### src/rtl/iid_pkg.sv
`default_nettype none
// ----------------------------------------------------------------------------
// iid_pkg
// Shared types and constants for the interrupt inject and dispatch block.
// ----------------------------------------------------------------------------
package iid_pkg;

  localparam int NUM_GENERATORS = 8;

  typedef enum logic [1:0] {
    OP_ADD    = 2'd0,
    OP_REMOVE = 2'd1,
    OP_STEP   = 2'd2,
    OP_RESUME = 2'd3
  } op_t;

  typedef enum logic [1:0] {
    STATUS_OK     = 2'd0,
    STATUS_FULL   = 2'd1,
    STATUS_NO_GEN = 2'd2
  } status_t;

  typedef enum logic [1:0] {
    SAVE_NONE = 2'd0,
    SAVE_EI   = 2'd1,
    SAVE_FE   = 2'd2
  } save_t;

  typedef enum logic [1:0] {
    ST_IDLE,
    ST_EVAL,
    ST_APPLY,
    ST_DONE
  } state_t;

  localparam logic [2:0]  KIND_RESET   = 3'd0;
  localparam logic [2:0]  KIND_NMI     = 3'd1;
  localparam logic [2:0]  KIND_MASK_LO = 3'd2;

  localparam int          PSW_ID       = 5;
  localparam int          PSW_EP       = 6;
  localparam int          PSW_NP       = 7;
  localparam logic [31:0] RESET_PSW    = 32'h0000_0020;
  localparam logic [31:0] NMI_CODE     = 32'h0000_0010;
  localparam logic [31:0] ECR_LO_MASK  = 32'h0000_ffff;
  localparam logic [31:0] ECR_HI_MASK  = 32'hffff_0000;
  localparam logic [7:0]  MASK_CODE_LO = 8'h80;

  typedef struct packed {
    logic        valid;
    logic        enabled;
    logic [2:0]  kind;
    logic        cond;
    logic [31:0] value;
    logic [7:0]  id;
  } gen_entry_t;

  typedef struct packed {
    logic take_prev;
    logic take_next;
    logic disable_gen;
  } cell_ctrl_t;

  typedef struct packed {
    logic pc_hit;
    logic time_hit;
    logic id_hit;
    logic nm;
  } cell_hit_t;

endpackage
`default_nettype wire

### src/rtl/interrupt_inject_dispatch_top.sv
`default_nettype none
// ----------------------------------------------------------------------------
// interrupt_inject_dispatch_top
// Generator table as a chain of slot cells, newest in cell 0, with the
// interrupt entry computation for each retired instruction.
//
//   channel  | handshake           | fields
//   ---------+---------------------+--------------------------------------
//   command  | start / busy        | operation int_kind cond_kind cond_value
//            |                     | gen_number old_pc cur_pc psw_in ecr_in
//   result   | done (one cycle)    | status assigned_number taken next_pc
//            |                     | next_psw next_ecr save_kind save_pc save_psw
//
// A transfer runs from accept to the result strobe through ST_IDLE (load),
// ST_EVAL (every cell compares in parallel), ST_APPLY (resolve the newest hit,
// update the chain) and ST_DONE (strobe). busy is low only in ST_IDLE, so it
// is high after accept through the strobe cycle. Reset empties the table,
// sets the next number to one and clears the step count and pending NMI.
// The result is shown for exactly one cycle and is never held off.
// ----------------------------------------------------------------------------
module interrupt_inject_dispatch_top (
  input  logic        clk,
  input  logic        rst,
  input  logic        start,
  output logic        busy,
  input  logic [1:0]  operation,
  input  logic [2:0]  int_kind,
  input  logic        cond_kind,
  input  logic [31:0] cond_value,
  input  logic [7:0]  gen_number,
  input  logic [31:0] old_pc,
  input  logic [31:0] cur_pc,
  input  logic [31:0] psw_in,
  input  logic [31:0] ecr_in,
  output logic        done,
  output logic [1:0]  status,
  output logic [7:0]  assigned_number,
  output logic        taken,
  output logic [31:0] next_pc,
  output logic [31:0] next_psw,
  output logic [31:0] next_ecr,
  output logic [1:0]  save_kind,
  output logic [31:0] save_pc,
  output logic [31:0] save_psw
);

  localparam int N = iid_pkg::NUM_GENERATORS;

  iid_pkg::state_t     state, state_next;
  iid_pkg::op_t        op_q;
  logic [2:0]          kind_q;
  logic                cond_q;
  logic [31:0]         value_q;
  logic [7:0]          num_q;
  logic [31:0]         old_pc_q;
  logic [31:0]         cur_pc_q;
  logic [31:0]         psw_q;
  logic [31:0]         ecr_q;
  logic [31:0]         step_count;
  logic [7:0]          next_id;
  logic                nmi_pending, nmi_pending_next;

  iid_pkg::gen_entry_t entries [N];
  iid_pkg::cell_ctrl_t ctrl    [N];
  iid_pkg::cell_hit_t  hits    [N];
  iid_pkg::gen_entry_t new_entry, empty_entry;

  logic [N-1:0] valid_vec;
  logic [N-1:0] nm_vec;
  logic [N-1:0] pc_hit_q, time_hit_q, id_hit_q;
  logic         any_q, nm_q;
  logic         accept;

  logic [N-1:0] match, first, id_first, id_ge, disable_vec;
  logic [2:0]   sel_kind, fire_kind;
  logic         check, fire, table_full;
  logic [31:0]  mod_psw;
  logic [2:0]   mask_idx;
  logic [7:0]   mask_code;

  logic [1:0]   status_next;
  logic [7:0]   assigned_next;
  logic         taken_next;
  logic [31:0]  next_pc_next;
  logic [31:0]  next_psw_next;
  logic [31:0]  next_ecr_next;
  logic [1:0]   save_kind_next;
  logic [31:0]  save_pc_next;
  logic [31:0]  save_psw_next;

  assign accept = start && !busy;

  always_comb begin
    new_entry.valid   = 1'b1;
    new_entry.enabled = 1'b1;
    new_entry.kind    = kind_q;
    new_entry.cond    = cond_q;
    new_entry.value   = value_q;
    new_entry.id      = next_id;
    empty_entry       = '0;
  end

  for (genvar i = 0; i < N; i++) begin : g_cell
    iid_pkg::gen_entry_t prev_e, next_e;
    if (i == 0) begin : g_head
      assign prev_e = new_entry;
    end else begin : g_body
      assign prev_e = entries[i-1];
    end
    if (i == N - 1) begin : g_tail
      assign next_e = empty_entry;
    end else begin : g_inner
      assign next_e = entries[i+1];
    end

    iid_cell u_cell (
      .clk        (clk),
      .rst        (rst),
      .ctrl       (ctrl[i]),
      .prev_entry (prev_e),
      .next_entry (next_e),
      .old_pc     (old_pc_q),
      .step_count (step_count),
      .gen_number (num_q),
      .entry      (entries[i]),
      .hit        (hits[i])
    );

    assign valid_vec[i] = entries[i].valid;
    assign nm_vec[i]    = hits[i].nm;
  end

  always_comb begin
    state_next = state;
    unique case (state)
      iid_pkg::ST_IDLE:  if (start) state_next = iid_pkg::ST_EVAL;
      iid_pkg::ST_EVAL:  state_next = iid_pkg::ST_APPLY;
      iid_pkg::ST_APPLY: state_next = iid_pkg::ST_DONE;
      iid_pkg::ST_DONE:  state_next = iid_pkg::ST_IDLE;
      default:           state_next = iid_pkg::ST_IDLE;
    endcase
  end

  always_comb begin
    busy = 1'b1;
    done = 1'b0;
    unique case (state)
      iid_pkg::ST_IDLE: busy = 1'b0;
      iid_pkg::ST_DONE: done = 1'b1;
      default: ;
    endcase
  end

  always_ff @(posedge clk) begin
    if (rst) begin
      state <= iid_pkg::ST_IDLE;
    end else begin
      state <= state_next;
    end
  end

  // Advance the step count on a step (saturating) and clear it on a resume.
  always_ff @(posedge clk) begin
    if (rst) begin
      step_count <= '0;
    end else if (accept) begin
      if (iid_pkg::op_t'(operation) == iid_pkg::OP_RESUME) begin
        step_count <= '0;
      end else if ((iid_pkg::op_t'(operation) == iid_pkg::OP_STEP) && (step_count != '1)) begin
        step_count <= step_count + 32'd1;
      end
    end
  end

  always_ff @(posedge clk) begin
    if (accept) begin
      op_q     <= iid_pkg::op_t'(operation);
      kind_q   <= int_kind;
      cond_q   <= cond_kind;
      value_q  <= cond_value;
      num_q    <= gen_number;
      old_pc_q <= old_pc;
      cur_pc_q <= cur_pc;
      psw_q    <= psw_in;
      ecr_q    <= ecr_in;
    end
  end

  always_ff @(posedge clk) begin
    if (state == iid_pkg::ST_EVAL) begin
      for (int i = 0; i < N; i++) begin
        pc_hit_q[i]   <= hits[i].pc_hit;
        time_hit_q[i] <= hits[i].time_hit;
        id_hit_q[i]   <= hits[i].id_hit;
      end
      any_q <= |valid_vec;
      nm_q  <= |nm_vec;
    end
  end

  always_comb begin
    match    = pc_hit_q | time_hit_q;
    first    = match & (~match + N'(1));
    id_first = id_hit_q & (~id_hit_q + N'(1));
    id_ge    = (|id_hit_q) ? ~(id_first - N'(1)) : '0;
    sel_kind = '0;
    for (int i = 0; i < N; i++) begin
      if (first[i]) sel_kind = sel_kind | entries[i].kind;
    end
    table_full = entries[N-1].valid;
    check      = any_q && (nm_q || !psw_q[iid_pkg::PSW_ID]);
    fire       = check ? (|match) : nmi_pending;
    fire_kind  = check ? sel_kind : iid_pkg::KIND_NMI;
    mod_psw    = psw_q;
    mod_psw[iid_pkg::PSW_ID] = 1'b1;
    mod_psw[iid_pkg::PSW_EP] = 1'b0;
    mask_idx   = fire_kind - iid_pkg::KIND_MASK_LO;
    mask_code  = iid_pkg::MASK_CODE_LO + {1'b0, mask_idx, 4'b0000};
    disable_vec = '0;
    if ((state == iid_pkg::ST_APPLY) && (op_q == iid_pkg::OP_STEP) && check) begin
      disable_vec = first & time_hit_q;
    end
    for (int i = 0; i < N; i++) begin
      ctrl[i].take_prev   = (state == iid_pkg::ST_APPLY) && (op_q == iid_pkg::OP_ADD) &&
                            !table_full;
      ctrl[i].take_next   = (state == iid_pkg::ST_APPLY) && (op_q == iid_pkg::OP_REMOVE) &&
                            id_ge[i];
      ctrl[i].disable_gen = disable_vec[i];
    end
  end

  always_comb begin
    nmi_pending_next = nmi_pending;
    if (op_q == iid_pkg::OP_STEP) begin
      if (!check && nmi_pending) nmi_pending_next = 1'b0;
      if (fire && (fire_kind == iid_pkg::KIND_NMI) && mod_psw[iid_pkg::PSW_NP]) begin
        nmi_pending_next = 1'b1;
      end
    end
  end

  always_ff @(posedge clk) begin
    if (rst) begin
      next_id     <= 8'd1;
      nmi_pending <= 1'b0;
    end else if (state == iid_pkg::ST_APPLY) begin
      nmi_pending <= nmi_pending_next;
      if ((op_q == iid_pkg::OP_ADD) && !table_full) next_id <= next_id + 8'd1;
    end
  end

  always_comb begin
    status_next    = iid_pkg::STATUS_OK;
    assigned_next  = '0;
    taken_next     = 1'b0;
    next_pc_next   = cur_pc_q;
    next_psw_next  = psw_q;
    next_ecr_next  = ecr_q;
    save_kind_next = iid_pkg::SAVE_NONE;
    save_pc_next   = '0;
    save_psw_next  = '0;
    case (op_q)
      iid_pkg::OP_ADD: begin
        if (table_full) begin
          status_next = iid_pkg::STATUS_FULL;
        end else begin
          assigned_next = next_id;
        end
      end
      iid_pkg::OP_REMOVE: begin
        if (!(|id_hit_q)) status_next = iid_pkg::STATUS_NO_GEN;
      end
      iid_pkg::OP_STEP: begin
        if (fire) begin
          taken_next = 1'b1;
          if (fire_kind == iid_pkg::KIND_RESET) begin
            next_pc_next  = '0;
            next_psw_next = iid_pkg::RESET_PSW;
            next_ecr_next = '0;
          end else if (fire_kind == iid_pkg::KIND_NMI) begin
            if (mod_psw[iid_pkg::PSW_NP]) begin
              next_psw_next = mod_psw;
            end else begin
              save_kind_next = iid_pkg::SAVE_FE;
              save_pc_next   = cur_pc_q;
              save_psw_next  = mod_psw;
              next_ecr_next  = (ecr_q & iid_pkg::ECR_LO_MASK) | iid_pkg::NMI_CODE;
              next_psw_next  = mod_psw | (32'd1 << iid_pkg::PSW_NP);
              next_pc_next   = iid_pkg::NMI_CODE;
            end
          end else begin
            save_kind_next = iid_pkg::SAVE_EI;
            save_pc_next   = cur_pc_q;
            save_psw_next  = mod_psw;
            next_ecr_next  = (ecr_q & iid_pkg::ECR_HI_MASK) | {24'd0, mask_code};
            next_psw_next  = mod_psw;
            next_pc_next   = {24'd0, mask_code};
          end
        end
      end
      default: ;
    endcase
  end

  always_ff @(posedge clk) begin
    if (state == iid_pkg::ST_APPLY) begin
      status          <= status_next;
      assigned_number <= assigned_next;
      taken           <= taken_next;
      next_pc         <= next_pc_next;
      next_psw        <= next_psw_next;
      next_ecr        <= next_ecr_next;
      save_kind       <= save_kind_next;
      save_pc         <= save_pc_next;
      save_psw        <= save_psw_next;
    end
  end

`ifndef NO_ASSERTIONS
  a_compacted: assert property (@(posedge clk) disable iff (rst)
    ((valid_vec & (valid_vec + N'(1))) == '0))
    else $error("generator table is not compacted");

  a_one_disable: assert property (@(posedge clk) disable iff (rst)
    $onehot0(disable_vec))
    else $error("more than one generator disabled at once");

  a_not_taken_pass: assert property (@(posedge clk) disable iff (rst)
    (done && !taken) |-> (next_pc == cur_pc_q) && (save_kind == iid_pkg::SAVE_NONE))
    else $error("untaken result alters pc or requests a save");

  a_status_no_take: assert property (@(posedge clk) disable iff (rst)
    (done && (status != iid_pkg::STATUS_OK)) |-> !taken)
    else $error("error status with interrupt taken");

  a_add_grows: assert property (@(posedge clk) disable iff (rst)
    ((state == iid_pkg::ST_APPLY) && (op_q == iid_pkg::OP_ADD) && !table_full)
      |=> entries[0].valid && (entries[0].id == $past(next_id)))
    else $error("added generator missing from head cell");
`endif

endmodule
`default_nettype wire

### src/rtl/iid_cell.sv
`default_nettype none
// ----------------------------------------------------------------------------
// iid_cell
// One generator slot of the chain: holds an entry, shifts from either
// neighbor and reports its own match flags.
// ----------------------------------------------------------------------------
module iid_cell (
  input  logic               clk,
  input  logic               rst,
  input  iid_pkg::cell_ctrl_t ctrl,
  input  iid_pkg::gen_entry_t prev_entry,
  input  iid_pkg::gen_entry_t next_entry,
  input  logic [31:0]        old_pc,
  input  logic [31:0]        step_count,
  input  logic [7:0]         gen_number,
  output iid_pkg::gen_entry_t entry,
  output iid_pkg::cell_hit_t  hit
);

  always_ff @(posedge clk) begin
    if (rst) begin
      entry.valid   <= 1'b0;
      entry.enabled <= 1'b0;
    end else if (ctrl.take_prev) begin
      entry <= prev_entry;
    end else if (ctrl.take_next) begin
      entry <= next_entry;
    end else if (ctrl.disable_gen) begin
      entry.enabled <= 1'b0;
    end
  end

  always_comb begin
    hit.pc_hit   = entry.valid && entry.enabled && !entry.cond && (entry.value == old_pc);
    hit.time_hit = entry.valid && entry.enabled && entry.cond && (step_count > entry.value);
    hit.id_hit   = entry.valid && (entry.id == gen_number);
    hit.nm       = entry.valid && ((entry.kind == iid_pkg::KIND_RESET) ||
                                   (entry.kind == iid_pkg::KIND_NMI));
  end

endmodule
`default_nettype wire

### config.mk
export PLATFORM = sky130hd
export DESIGN_NAME = interrupt_inject_dispatch_top
export DESIGN_NICKNAME = d
export VERILOG_FILES = /design/src/rtl/iid_pkg.sv /design/src/rtl/interrupt_inject_dispatch_top.sv /design/src/rtl/iid_cell.sv
export SDC_FILE = /design/constraint.sdc
export NUM_CORES = 2
export LEC_CHECK = 0
export BUFFER_PORTS_ARGS = -buffer_cell sky130_fd_sc_hd__buf_2
export CAP_MARGIN = 30
export CORE_MARGIN = 3
export CORE_UTILIZATION = 45
export CTS_CLUSTER_SIZE = 24
export DETAILED_ROUTE_END_ITERATION = 7
export PLACE_DENSITY = 0.65
export SETUP_SLACK_MARGIN = 0.5
export SLEW_MARGIN = 20
export SYNTH_ARGS = -nofsm -noshare
export SYNTH_HDL_FRONTEND = slang
export SYNTH_HIERARCHICAL = 1
export SYNTH_SLANG_ARGS = --single-unit
### constraint.sdc
create_clock -name clk -period 8.01 [get_ports clk]
set_input_delay 0 -clock clk [delete_from_list [all_inputs] [get_ports clk]]
set_output_delay 0 -clock clk [all_outputs]
set_load 0.05 [all_outputs]
After elaboration in Yosys (flattened, before gate mapping):

Cells that the tools add are included.

* add/subtract/negate cells: 7
* multiply operators: 0
* divide/modulo/power cells: 0
* magnitude comparators: 8
* equal/unequal tests: 34
* shift-type cells: 0
* multiplexer cells: 84
* bitwise logic cells: 20
* reductions and logical operators: 143

Operators with widths (count)
* two-way mux 32 bit: 19
* two-way mux 46 bit: 8
* two-way mux 44 bit: 8
* == test 32 bit: 8
* > comparator 32 bit: 8
* logical AND 1 bit: 76
* == test 8 bit: 8
* adder 32 x 1 -> 32 bit, second input constant: 1
* two-way mux 1 bit: 32
* inequality test 32 bit, second input constant: 1
* OR 32 x 8 -> 32 bit: 1
* OR reduction 8 bit: 4
* == test 3 x 1 -> 1 bit, second input constant: 9
* zero test 3 bit: 9
* two-way mux 3 bit: 9
* adder 8 x 1 -> 8 bit, second input constant: 3
* bitwise AND 8 bit: 3
* two-way mux 8 bit: 3
* inverter 8 bit: 3
* nonzero test 3 bit: 8
* OR 3 bit: 7
* AND reduction 2 bit: 10
* nonzero test 2 bit: 10
* zero test 1 bit: 11
* other kinds (17): 37

* register bits: 784
* latch bits: 0
* RAM bits: 0
* memory bits (read-only): 0
* output and inout bits: 175
* word-level logic and storage cells: 373
* memories: 0

Logic depth before layout (Yosys ltp):

* depth in word-level cells: 27
* depth in mapped cells: 11
* gate-level depth less buffers: 11

Hierarchy:

The synthesis kept the hierarchy.

By module, submodules not included
* iid_cell: times used 8, cells an instance 275, area each 3198.1 um2, sequential area each 1361.3 um2
* interrupt_inject_dispatch_top: times used 1, cells an instance 938, area each 15270.9 um2, sequential area each 12031.5 um2

Least setup slack after synthesis:

No wires, ideal clock.

* path type: flip-flop to flip-flop
* start point: register state[0]
* end point: register g_cell[3].u_cell/entry[0] (netlist name) (enable)
* data arrival time: 8162 ps
* data required time: 7565 ps
* path slack: -597 ps
* stages on the path, launching flop included: 9
* clock period less this slack: 8607 ps
* cells stage by stage: dfxtp_1 inv_1 ha_1 and2_1 clkbuf_1 buf_2 buf_2 nor2_1 nor2_1

RTL lines
* from (decl): line interrupt_inject_dispatch_top.sv:49 `iid_pkg::state_t state, state_next;`
* from (signal assigned): line interrupt_inject_dispatch_top.sv:156 `state <= iid_pkg::ST_IDLE;`
* from (signal assigned): line interrupt_inject_dispatch_top.sv:158 `state <= state_next;`
* to (signal assigned): line iid_cell.sv:25 `entry <= prev_entry;`
* to (signal assigned): line iid_cell.sv:27 `entry <= next_entry;`
* to (decl): line iid_cell.sv:16 `output iid_pkg::gen_entry_t entry,`

Final worst setup path:

* start point: register g_cell[7].u_cell/entry[45] (netlist name)
* end point: register g_cell[2].u_cell/entry[29] (netlist name) (enable)

* word-level cells in the longest chain between the ends: 4

RTL lines
* from (decl): line iid_cell.sv:16
* from (signal assigned): line iid_cell.sv:25
* from (signal assigned): line iid_cell.sv:27
* zero test 1 bit: line interrupt_inject_dispatch_top.sv:225 `!table_full;`
* logical AND 1 bit: line interrupt_inject_dispatch_top.sv:224 `ctrl[i].take_prev = (state == iid_pkg::ST_APPLY) && (op_q == iid_pkg::OP_ADD) &&`
* nonzero test 2 bit (no line)
* AND reduction 2 bit (no line)
* to (signal assigned): line iid_cell.sv:25
* to (signal assigned): line iid_cell.sv:27
* to (decl): line iid_cell.sv:16

No other way between the ends.
A chain may end at the register's enable or synchronous reset.

==> results.txt <==
The max-cap violation count is 0. The H-tree depth reported by CTS is 3. The power after layout is roughly 12 mW. Relative to the synthesized area, the layout overhead comes to 20.5%. Setup repair after global routing left no endpoint under its margin. The final core utilization is 55.2%.

Setup violations remaining at the end of the flow were counted as 0. The setup total negative slack is 0 ns. Traced cell by cell, the critical path runs through nor3_1 -> and2_4 -> buf_4 -> nor2_1 -> nor2_4 -> buf_4. Dividing the final minimum period by the clock period gives 53.5%.

The number of vias per cell came out at roughly 5.6. After legalization and detailed placement, the total HPWL measured around 90 mm. For this design the static power due to leakage is between 15 and 20 nW. The die is roughly 310 µm wide. At the end of routability-driven placement, the weighted congestion stood at approximately 0.98. The cell that appears most often on the critical path is sky130_fd_sc_hd__buf_4. The worst setup path is launched from a flop. For the worst setup path, the data arrival time is roughly 4.6 ns. The pre-CTS worst setup slack came out at approximately 3.7 ns. Dividing total power by cell area gives a power density of between 200 and 300 nW/µm².

The die height came out at 307 µm. The die area is 94400 µm². STA puts the critical path data required time at around 8.3 ns.

The largest clock skew in the final design came out at 0.0534 ns. The via count of the first global-routing pass came out at 27593. For the pin with the worst max-slew slack, the measured transition is around 1.1 ns. TritonCTS built the clock tree. The total global routing overflow is 0. The clock slew at the register clock pins of the worst setup and hold paths is roughly 0.060 ns. The number of placement rows came out at about 110. The number of gates resized after CTS was 0. The number of inserted filler cells in the final layout came out at roughly 7500. The detailed-routing iteration count for the pre-antenna-repair pass came out at 7.

Headroom to the max-slew limit came out at 25.5%. The achievable frequency is around 230 MHz. The element type at the critical path end is a flop.

The number of flops mapped to enable cells by yosys is ~720. For this design the top-level I/O count stands at ~350. The cell type of the slowest stage on the worst timing path is sky130_fd_sc_hd__and2_4. The post-synthesis cell count is between 3000 and 4000. Yosys mapped the design onto slightly below 60 distinct sky130hd cell types.

The sequential share of the synthesized area is a little under three fifths. Across the whole layout, storage elements account for between 20000 and 25000 µm². Buffers inserted during clock tree synthesis total between 80 and 90.

The warning count from the yosys run is 6. The number of nets still failing antenna checks after routing came out at 0. In this run the tool buffered the top-level ports with 350 buffer cells. The clock latency at the later pin of the worst-skew pair came out at 0.67 ns. The number of nets in the layout came out at roughly 4200.

The average instance in the mapped netlist occupies 13.0 µm². The cell area that synthesis handed to floorplanning was 40900 µm². The proportion of layout cells with a drive suffix above 1 is between 20% and 30%. The number of sinks handled by clock tree synthesis came out at ~780.

The routed wirelength normalized by instance count came out at roughly 25 µm. The global router's overall resource usage is roughly a quarter. The initial core utilization came out at about 46%. The tightest hold path in the finished design has a slack of ~0.052 ns. Among all flip-flop cells after synthesis, the most frequent one is sky130_fd_sc_hd__edfxtp_1. Counting flops and latches in the post-synthesis netlist gives 783. In this run the worst path has a maximum fanout of 70. The routed layout has approximately 28000 vias.

The final worst-path setup slack came out at 3.72 ns. The critical path in this run is classified as reg -> reg. The number of antenna violations at the first check in global routing is 4. The routed design has 124 mm of wire.

The area of the placeable core came out at around 89000 µm². The peak supply drop came out at approximately 0.16 mV. The minimum period implied by the final worst setup slack is roughly 4.3 ns. In this run the worst hold path is classified as in -> reg.

The final number of max-transition violations is 0. The flow ran to the end, and the final reports show no timing, DRC or antenna violations. The footprint of the multi-input gates came out at 16800 µm². For this block, the initial DRC count from the detailed router was around 2800. The maximum buffer depth of the clock tree came out at 3.

The wire length of the first global-routing pass came out at 181 mm. The DRC violations left is 0. The root buffer cell is sky130_fd_sc_hd__clkbuf_16.

After synthesis, the share of flip-flops with an asynchronous set or reset is 0%. The number of hold violations in the final report came out at 0. Entering global routing, the biggest net connects around 150 pins. The largest single stage delay on the critical path is 0.85 ns.
==> kinds of logic (layout without fill, tap and decap cells) <==
family                     count (synthesis)  count (layout)  share of synthesized area [%]
buffers and inverters                    351            1016                           3.48
adders and majority gates                263             263                           8.05
xor gates and xnor gates                 350             350                           7.50
AOI/OAI and AO/OA                        346             346                           5.42
muxes                                    363             363                           9.97
DFF                                      783             783                           56.1
and+or+nand+nor                          680             680                           9.45
other                                      2              54                         0.0184
==> stage by stage <==
stage,std cells,cell area (µm²)
CTS,5011,49100
global route,5017,49200
floorplan,3185,41000
global placement,4662,44300
finish,5020,49200
detailed placement,4667,44300
==> worst paths after layout <==
check                             startpoint                         end  slack, ns  depth (start not counted)
setup / recovery  g_cell[7].u_cell/entry[45]  g_cell[2].u_cell/entry[29]       3.72                          6
hold / removal                 gen_number[1]                    num_q[1]       0.05                          2
setup reg to reg  g_cell[7].u_cell/entry[45]  g_cell[2].u_cell/entry[29]       3.72                          6
hold reg to reg                    ecr_q[20]                next_ecr[20]       0.52                          1
==> metal layers <==
layer	track usage, %	vias to the layer above	part of all wire [%]
met3	4.74	228	8.1
li1	-	12851	-
met1	34.4	13742	41
met2	41.9	1243	47
met5	0	-	0
met4	9.92	0	4.1
==> critical path: cells and delay by family, from the launching register on <==
kind / cells / cell delay [ns]
buffers and inverters: 2 / 0.99
DFF: 1 / 0.43
and+or+nand+nor: 4 / 2.43
==> state kept, by name (all words and copies together) (netlist names), 31 cells and up <==
name,count
value_q,32
cur_pc_q,32
ecr_q,32
step_count,32
next_psw,32
psw_q,32
next_pc,32
next_ecr,32
old_pc_q,32
save_psw,31
save_pc,32
g_cell.u_cell/entry,368
==> cells in the mapped netlist, drive strengths merged, types with 62 or more instances <==
| cell type | number | area [µm²] |
|---|---|---|
| a21oi | 145 | 756 |
| nor4 | 69 | 488 |
| edfxtp | 724 | 21700 |
| a21boi | 69 | 518 |
| ha | 263 | 3290 |
| inv | 274 | 1030 |
| xor2 | 120 | 1050 |
| nand3 | 82 | 410 |
| nor2 | 117 | 439 |
| xnor2 | 230 | 2010 |
| mux2 | 352 | 3960 |
| nand2 | 62 | 233 |
| nand4 | 121 | 757 |
==> cell type report <==
class / instances / area share [%]
multi-input combinational: 2051 / 34.1
antenna: 5 / 0.0254
sequential: 783 / 46.6
tap: 1165 / 2.96
clock inverter: 51 / 1.34
timing repair buffer: 588 / 8.27
inverter: 274 / 2.09
clock buffer: 103 / 4.63
==> report_power, final <==
group	leakage [nW]	switching, mW	internal (mW)	total, mW
logic	10.5	1.69	0.862	2.55
registers	7.14	0.489	5.25	5.74
clock network	1.43	1.69	2.43	4.13
total	19.0	3.87	8.54	12.4
==> cell usage in the layout (no fill, tap or decap), types with 58 or more instances in the layout <==
| master | netlist | routed |
|---|---|---|
| sky130_fd_sc_hd__buf_2 | 50 | 355 |
| sky130_fd_sc_hd__ha_1 | 263 | 262 |
| sky130_fd_sc_hd__nor2_1 | 117 | 109 |
| sky130_fd_sc_hd__mux2_2 | 352 | 352 |
| sky130_fd_sc_hd__inv_1 | 274 | 274 |
| sky130_fd_sc_hd__nand4_1 | 121 | 121 |
| sky130_fd_sc_hd__nor4_1 | 60 | 58 |
| sky130_fd_sc_hd__edfxtp_1 | 724 | 724 |
| sky130_fd_sc_hd__dlygate4sd3_1 | 0 | 190 |
| sky130_fd_sc_hd__dfxtp_1 | 59 | 59 |
| sky130_fd_sc_hd__clkbuf_16 | 0 | 87 |
| sky130_fd_sc_hd__a21oi_1 | 137 | 137 |
| sky130_fd_sc_hd__nand3_1 | 82 | 81 |
| sky130_fd_sc_hd__xnor2_1 | 230 | 230 |
| sky130_fd_sc_hd__xor2_1 | 120 | 120 |
| sky130_fd_sc_hd__nand2_1 | 62 | 62 |
==> timing repair <==
action	CTS	global route
endpoints found under the hold margin	224	0
buffers inserted	0	0
hold buffers	190	0
endpoints found under the setup margin	0	0
Note: power is estimated with default switching activity, not from simulation.
